`src/rtl/core/sect_xlat_pkg.sv`:
```
`timescale 1ns / 1ps

package sect_xlat_pkg;

  localparam int NUM_SECTIONS      = 18;
  localparam int NUM_TEXT_SECTIONS = 7;
  localparam int TEXT_CNT          = (NUM_TEXT_SECTIONS > NUM_SECTIONS) ?
                                     NUM_SECTIONS : NUM_TEXT_SECTIONS;
  localparam int IDX_W             = (NUM_SECTIONS > 1) ? $clog2(NUM_SECTIONS) : 1;
  localparam int CNT_W             = $clog2(NUM_SECTIONS + 1);

  localparam logic [31:0] ALIGN_MASK      = 32'd3;
  localparam logic [31:0] MIN_OFFSET_RST  = 32'd256;

  typedef enum logic [2:0] {
    OP_WRITE     = 3'd0,
    OP_ADDR2OFF  = 3'd1,
    OP_OFF2ADDR  = 3'd2,
    OP_OVERLAP   = 3'd3,
    OP_FIND_FREE = 3'd4,
    OP_VALIDATE  = 3'd5
  } op_e;

  typedef enum logic [1:0] {
    MODE_ALL_TEXT_FIRST = 2'd0,
    MODE_TEXT_ONLY      = 2'd1,
    MODE_DATA_ONLY      = 2'd2,
    MODE_ALL_DATA_FIRST = 2'd3
  } mode_e;

  typedef struct packed {
    logic [2:0]  op;
    logic [4:0]  sect_index;
    logic [31:0] entry_offset;
    logic [31:0] entry_size;
    logic [31:0] entry_load_addr;
    logic [31:0] query_key;
    logic [31:0] query_size;
    logic [1:0]  search_mode;
  } item_t;

  typedef struct packed {
    logic        hit;
    logic [31:0] result_value;
    logic [4:0]  overlap_count;
    logic [4:0]  free_index;
  } result_t;

  typedef struct packed {
    logic [31:0] offset;
    logic [31:0] size;
    logic [31:0] load_addr;
  } entry_t;

  typedef entry_t [NUM_SECTIONS-1:0] table_t;

  typedef struct packed {
    logic             en;
    logic [IDX_W-1:0] idx;
    entry_t           entry;
  } wr_req_t;

endpackage

```
`src/rtl/core/sect_xlat_table.sv`:
```
`timescale 1ns / 1ps

module sect_xlat_table
  import sect_xlat_pkg::*;
(
  input  logic    clk_i,
  input  logic    rst_ni,
  input  wr_req_t wr_i,
  output table_t  table_o
);

  table_t tbl_q;

  always_ff @(posedge clk_i or negedge rst_ni) begin
    if (!rst_ni) begin
      tbl_q <= '0;
    end else if (wr_i.en) begin
      tbl_q[wr_i.idx] <= wr_i.entry;
    end
  end

  assign table_o = tbl_q;

endmodule

```
`config.mk`:
```
export PLATFORM = sky130hd
export DESIGN_NAME = sect_xlat_table
export DESIGN_NICKNAME = d
export VERILOG_FILES = /design/src/rtl/core/sect_xlat_pkg.sv /design/src/rtl/core/sect_xlat_table.sv
export SDC_FILE = /design/constraint.sdc
export NUM_CORES = 2
export LEC_CHECK = 0
export ABC_AREA = 1
export BUFFER_PORTS_ARGS = -buffer_cell sky130_fd_sc_hd__buf_2
export CORE_AREA = 2 2 721 723
export DETAILED_ROUTE_END_ITERATION = 7
export DIE_AREA = 0 0 723 725
export PLACE_DENSITY = 0.3
export SLEW_MARGIN = 15
export SYNTH_ARGS = -nofsm -noshare
export SYNTH_HDL_FRONTEND = slang
export SYNTH_SLANG_ARGS = --single-unit
```
`constraint.sdc`:
```
create_clock -name clk_i -period 0.8 [get_ports clk_i]
set_input_delay 0.12 -clock clk_i [delete_from_list [all_inputs] [get_ports clk_i]]
set_output_delay 0.12 -clock clk_i [all_outputs]
set_load 0.02 [all_outputs]
```
## Word level (Yosys, flattened, before mapping)

Cells that the tools add are included.

- Magnitude comparators: 2
- Muxes and demuxes: 3
- Reduce and logical (&&, ||, !) cells: 1

Operator list:

| kind | number |
|---|---|
| 1728-bit bitwise mux | 1 |
| 96-bit demux with 5-bit select | 1 |
| 96-bit 2-to-1 mux | 1 |
| 5-bit by 6-bit < comparator with 1-bit output, second input constant | 1 |
| 5-bit by 1-bit greater-or-equal comparator with 1-bit output, second input constant | 1 |
| 1-bit logical AND | 1 |

- Logic and storage cells: 60
- Register bits: 1728
- Output and inout port bits: 1728
- Input port bits: 104

## Longest topological paths before layout

- Word-level depth: 5
- Depth in mapped cells: 9
- Gate-level depth less buffers: 6

## Worst setup path after synthesis

Ideal clock, no wire load.

- Kind: input -> register
- Start: in wr_i[98] (netlist name)
- End: reg tbl_q (netlist bit table_o[1302])
- Data required time: 0.683 ns
- Stages on the path: 8
- Path buffers: 3
- Arrival time: 1.179 ns
- Library setup time: 0.117 ns
- Setup slack: -0.496 ns
- Cells stage by stage: buf_2 > inv_2 > nor2_1 > nand2_1 > buf_2 > clkbuf_1 > nand2_1 > nand2_1

- Cells in the longest elaborated chain, start to end: 5
- Elaborated cells between the ends (all ways): 6
- Those cells by class: order compare (2); mux (3); reduce/logical (1)

Ends and longest elaborated chain:

| what | RTL line | RTL |
|---|---|---|
| start: declaration | sect_xlat_table.sv:8 | `input wr_req_t wr_i,` |
| 5-bit by 6-bit < comparator with 1-bit output (implied by the code) or 5-bit by 1-bit greater-or-equal comparator with 1-bit output (tied branches) | sect_xlat_table.sv:18 | `tbl_q[wr_i.idx] <= wr_i.entry;` |
| 1-bit logical AND (implied by the code) | sect_xlat_table.sv:18 |  |
| 96-bit 2-to-1 mux (implied by the code) | sect_xlat_table.sv:18 |  |
| 96-bit demux with 5-bit select * | sect_xlat_table.sv:18 |  |
| 1728-bit bitwise mux * | sect_xlat_table.sv:18 |  |
| end signal: indexed assignment | sect_xlat_table.sv:18 |  |
| end: declaration | sect_xlat_table.sv:12 | `table_t tbl_q;` |

Mark *: on every way between the ends. The rest lies on a longest branch, timed or not.
A chain may end at the register's enable or synchronous reset.

## Worst setup path after layout

- Start: reg tbl_q (netlist bit table_o[794])
- End: out table_o[794] (netlist name)

RTL lines:

| what | RTL line | RTL |
|---|---|---|
| end: declaration | sect_xlat_table.sv:9 | `output table_t table_o` |

No word-level cell between the ends.

==> run_results.csv <==
group,metric,value,unit
yosys,synth_fa_ha_area_share,0,%
critical_path,r2r_cells,4,
critical_path,critPathMaxFanout,2,
outcome,outcome,"complete, but fails checks",
yosys,yosys.area.top_type_share,65.5,%
global_routing,grt_antenna_before_repair,64,
hold_path,min_to,"table_o[1579]$_DFFE_PN0P_",
timing,fin_crit_sh,205,%
floorplanning,die_w,723,um
placed_design,place_area,0.0917,sq mm
layout,drive_above_1_share,33.1,%
layout,design_area,0.110,sq mm
routing,topRoutingLayerUsed,"met5",
clock_tree,clock-sinks,1728,
yosys,synth_xor_area_share,0,%
timing,final_max_slew_viol_count,0,
hold_path,hp-class,"primary input to flop",
yosys,synth_cell_types,12,
yosys,ys.warnings.count,0,
routing,routed_via_density,3.55,
yosys,synth-simple-area-share,30.6,%
floorplanning,start_util,12.8,%
critical_path,worstPathArrival,1520,ps
yosys,yosys.area.top_type,"dfrtp_1",
timing,finalHoldViolCount,13,
global_routing,grt.total_usage,16.6,%
yosys,synth_cells,7568,
yosys,synth_compound_area_share,0,%
critical_path,critPathCaptureType,"output pin",
layout,largest_reg_flops,1728,
timing,rsz0062_at_grt,"true",
global_routing,grt-ovfl-total,0,
routing,detail-route-antenna-nets,0,
routing,route.met3.wl,31.3,mm
routing,wl_per_cell,25.9,um
critical_path,r2r_start,"table_o[1345]$_DFFE_PN0P_",
clock_tree,cts_buffer_depth,4,
power,p_per_area,2840,mW/mm^2
yosys,synth_top_family_by_area,"simple AND/OR/NAND/NOR gates",
floorplanning,die_h,725,um
clock_tree,clk_latency,890,ps
routing,drtIter0Drc,4189,
yosys,ys_seq_area_share,65.5,%
clock_tree,cts_max_level,4,
global_routing,grt_max_degree,51,
routing,wl_met2,226,mm
critical_path,worstPathCellList,"buf_6",
floorplanning,die_area,0.524,sq mm
layout,syn_to_final_growth,67.5,%
yosys,syn_avg_cell_area,8.72,sq um
yosys,ys_ff_latch,1728,
timing,fin_crit,1640,ps
critical_path,crit_buf_inv,1,
timing,maxSlewHeadroom,54.3,%
routing,wl_met1,180,mm
clock_tree,cts_inserted_buffers,226,
critical_path,cp_slowest_stage_delay,450,ps
power,power,0.313,W
layout,layoutNonFillerInstCount,17500,
clock_tree,cts_tree,"done",
timing,finClkSkew,0,ps
placed_design,numPortBuffers,1831,
critical_path,cp-start-kind,"flop",
clock_tree,ctsRootBufferMaster,"clkbuf_16",
floorplanning,num_rows,264,
layout,nets,10500,
power,peakVddDrop,2000,uV
flow_run,maxCapViolCount,0,
critical_path,path_class,"flop to output pin",
yosys,synthTopCellsByArea,"dfrtp_1 (66%), nand2_1 (27%), nand3_1 (3.0%)",
yosys,synthMuxAreaShare,0,%
clock_tree,cts_hold_buf,116,
timing,worstMarginPinSlew,685,ps
yosys,synth_nets,7672,
placed_design,globalplace.congestion,0.794,
placed_design,dpl_worst_slack,-945,ps
hold_path,min_from,"wr_i[98]",
floorplanning,io_pins,1832,
placed_design,dp_cells,16500,
timing,timing.final.ws_setup,-838,ps
critical_path,critical_path.top_delay_family,"flip-flops",
critical_path,reg2reg_slack,-110,ps
routing,drt_first_pass_iters,5,
critical_path,worst_ep_required_time,680,ps
hold_path,hold_depth,6,
floorplanning,core_area,0.516,sq mm
global_routing,grt_pass1_vias,61700,
clock_tree,clk_pin_slew_worst_paths,60,ps
global_routing,grt_first_pass_wirelength,596,mm
critical_path,critPathSlowestCell,"dfrtp_2",
outcome,violations,"hold timing, setup timing",
placed_design,dp_hpwl,349,mm
yosys,netlist_area,0.0660,sq mm
critical_path,r2r-end,"table_o[1345]$_DFFE_PN0P_",
routing,drc,0,
power,leakage,58.8,nW
timing,fin_hold_ws,-52.0,ps
timing,finalSetupViolations,2245,
timing,max_freq,610,MHz
routing,num_vias,62000,
routing,wirelength,453,mm
[per-layer routing]
layer,track usage [%],up-vias
li1,-,28600
met2,29.3,1986
met3,4.14,496
met5,0,-
met4,4.74,4
met1,19.8,30900
[area by class of cell]
type	count	area, sq um
Antenna cell	17	42.5
Multi-Input combinational cell	5238	20600
Clock buffer	331	6620
Inverter	6	32.5
Clock inverter	74	880
Timing Repair Buffer	3169	30400
Fill cell	57200	405000
Sequential cell	1728	43300
Tap cell	6916	8650
[placed cells by master (no fill, tap or decap), drive strengths merged]
master / netlist / layout
nor2: 22 / 22
clkbuf: 376 / 331
dfrtp: 1728 / 1728
buf: 220 / 3054
nand3: 393 / 393
clkinv: 0 / 56
inv: 6 / 8
nand2: 4823 / 4823
dlygate4sd3: 0 / 115
bufinv: 0 / 13
diode: 0 / 17
clkinvlp: 0 / 3
[worst max path at each step]
| stage | cells past startpoint | from | slack [ps] | endpoint |
|---|---|---|---|---|
| floorplan | 9 | wr_i[96] | -380 | table_o[1536]$_DFFE_PN0P_ |
| global placement | 9 | wr_i[96] | -930 | table_o[1209]$_DFFE_PN0P_ |
| detailed placement | 9 | wr_i[96] | -940 | table_o[1214]$_DFFE_PN0P_ |
| CTS | 1 | table_o[1574]$_DFFE_PN0P_ | -970 | table_o[1574] |
| global route | 1 | table_o[454]$_DFFE_PN0P_ | -950 | table_o[454] |
| finish | 1 | table_o[794]$_DFFE_PN0P_ | -840 | table_o[794] |
[timing repair]
item,4_1_cts,5_1_grt
setup endpoints to repair,1728,2237
resized for setup,1481,863
setup buffers,186,272
hold endpoints to repair,3456,29
[power breakdown]
group          switching, W  internal (W)  leakage (nW)
clock network        0.0438        0.0613          3.72
registers            0.0123         0.104          22.4
logic                0.0548        0.0375          32.7
total                 0.111         0.203          58.8
[synthesized netlist by cell type, drive strengths merged]
master,instances
nand2,4823
nand3,393
clkbuf,376
nor2,22
inv,6
buf,220
dfrtp,1728
[metrics by stage]
step                      utilization (%)  setup TNS [ps]
after floorplan                         -         -560840
after global placement               17.8        -1415860
after detailed placement             17.8        -1421280
after CTS                            20.6        -1776070
after global routing                 21.4        -1782020
final                                21.4        -1577520
[cell families after synthesis]
kind of cell,after synthesis
simple gates,5238
flops,1728
buf+inv,602
No activity file was read; power rests on OpenSTA's default activity.
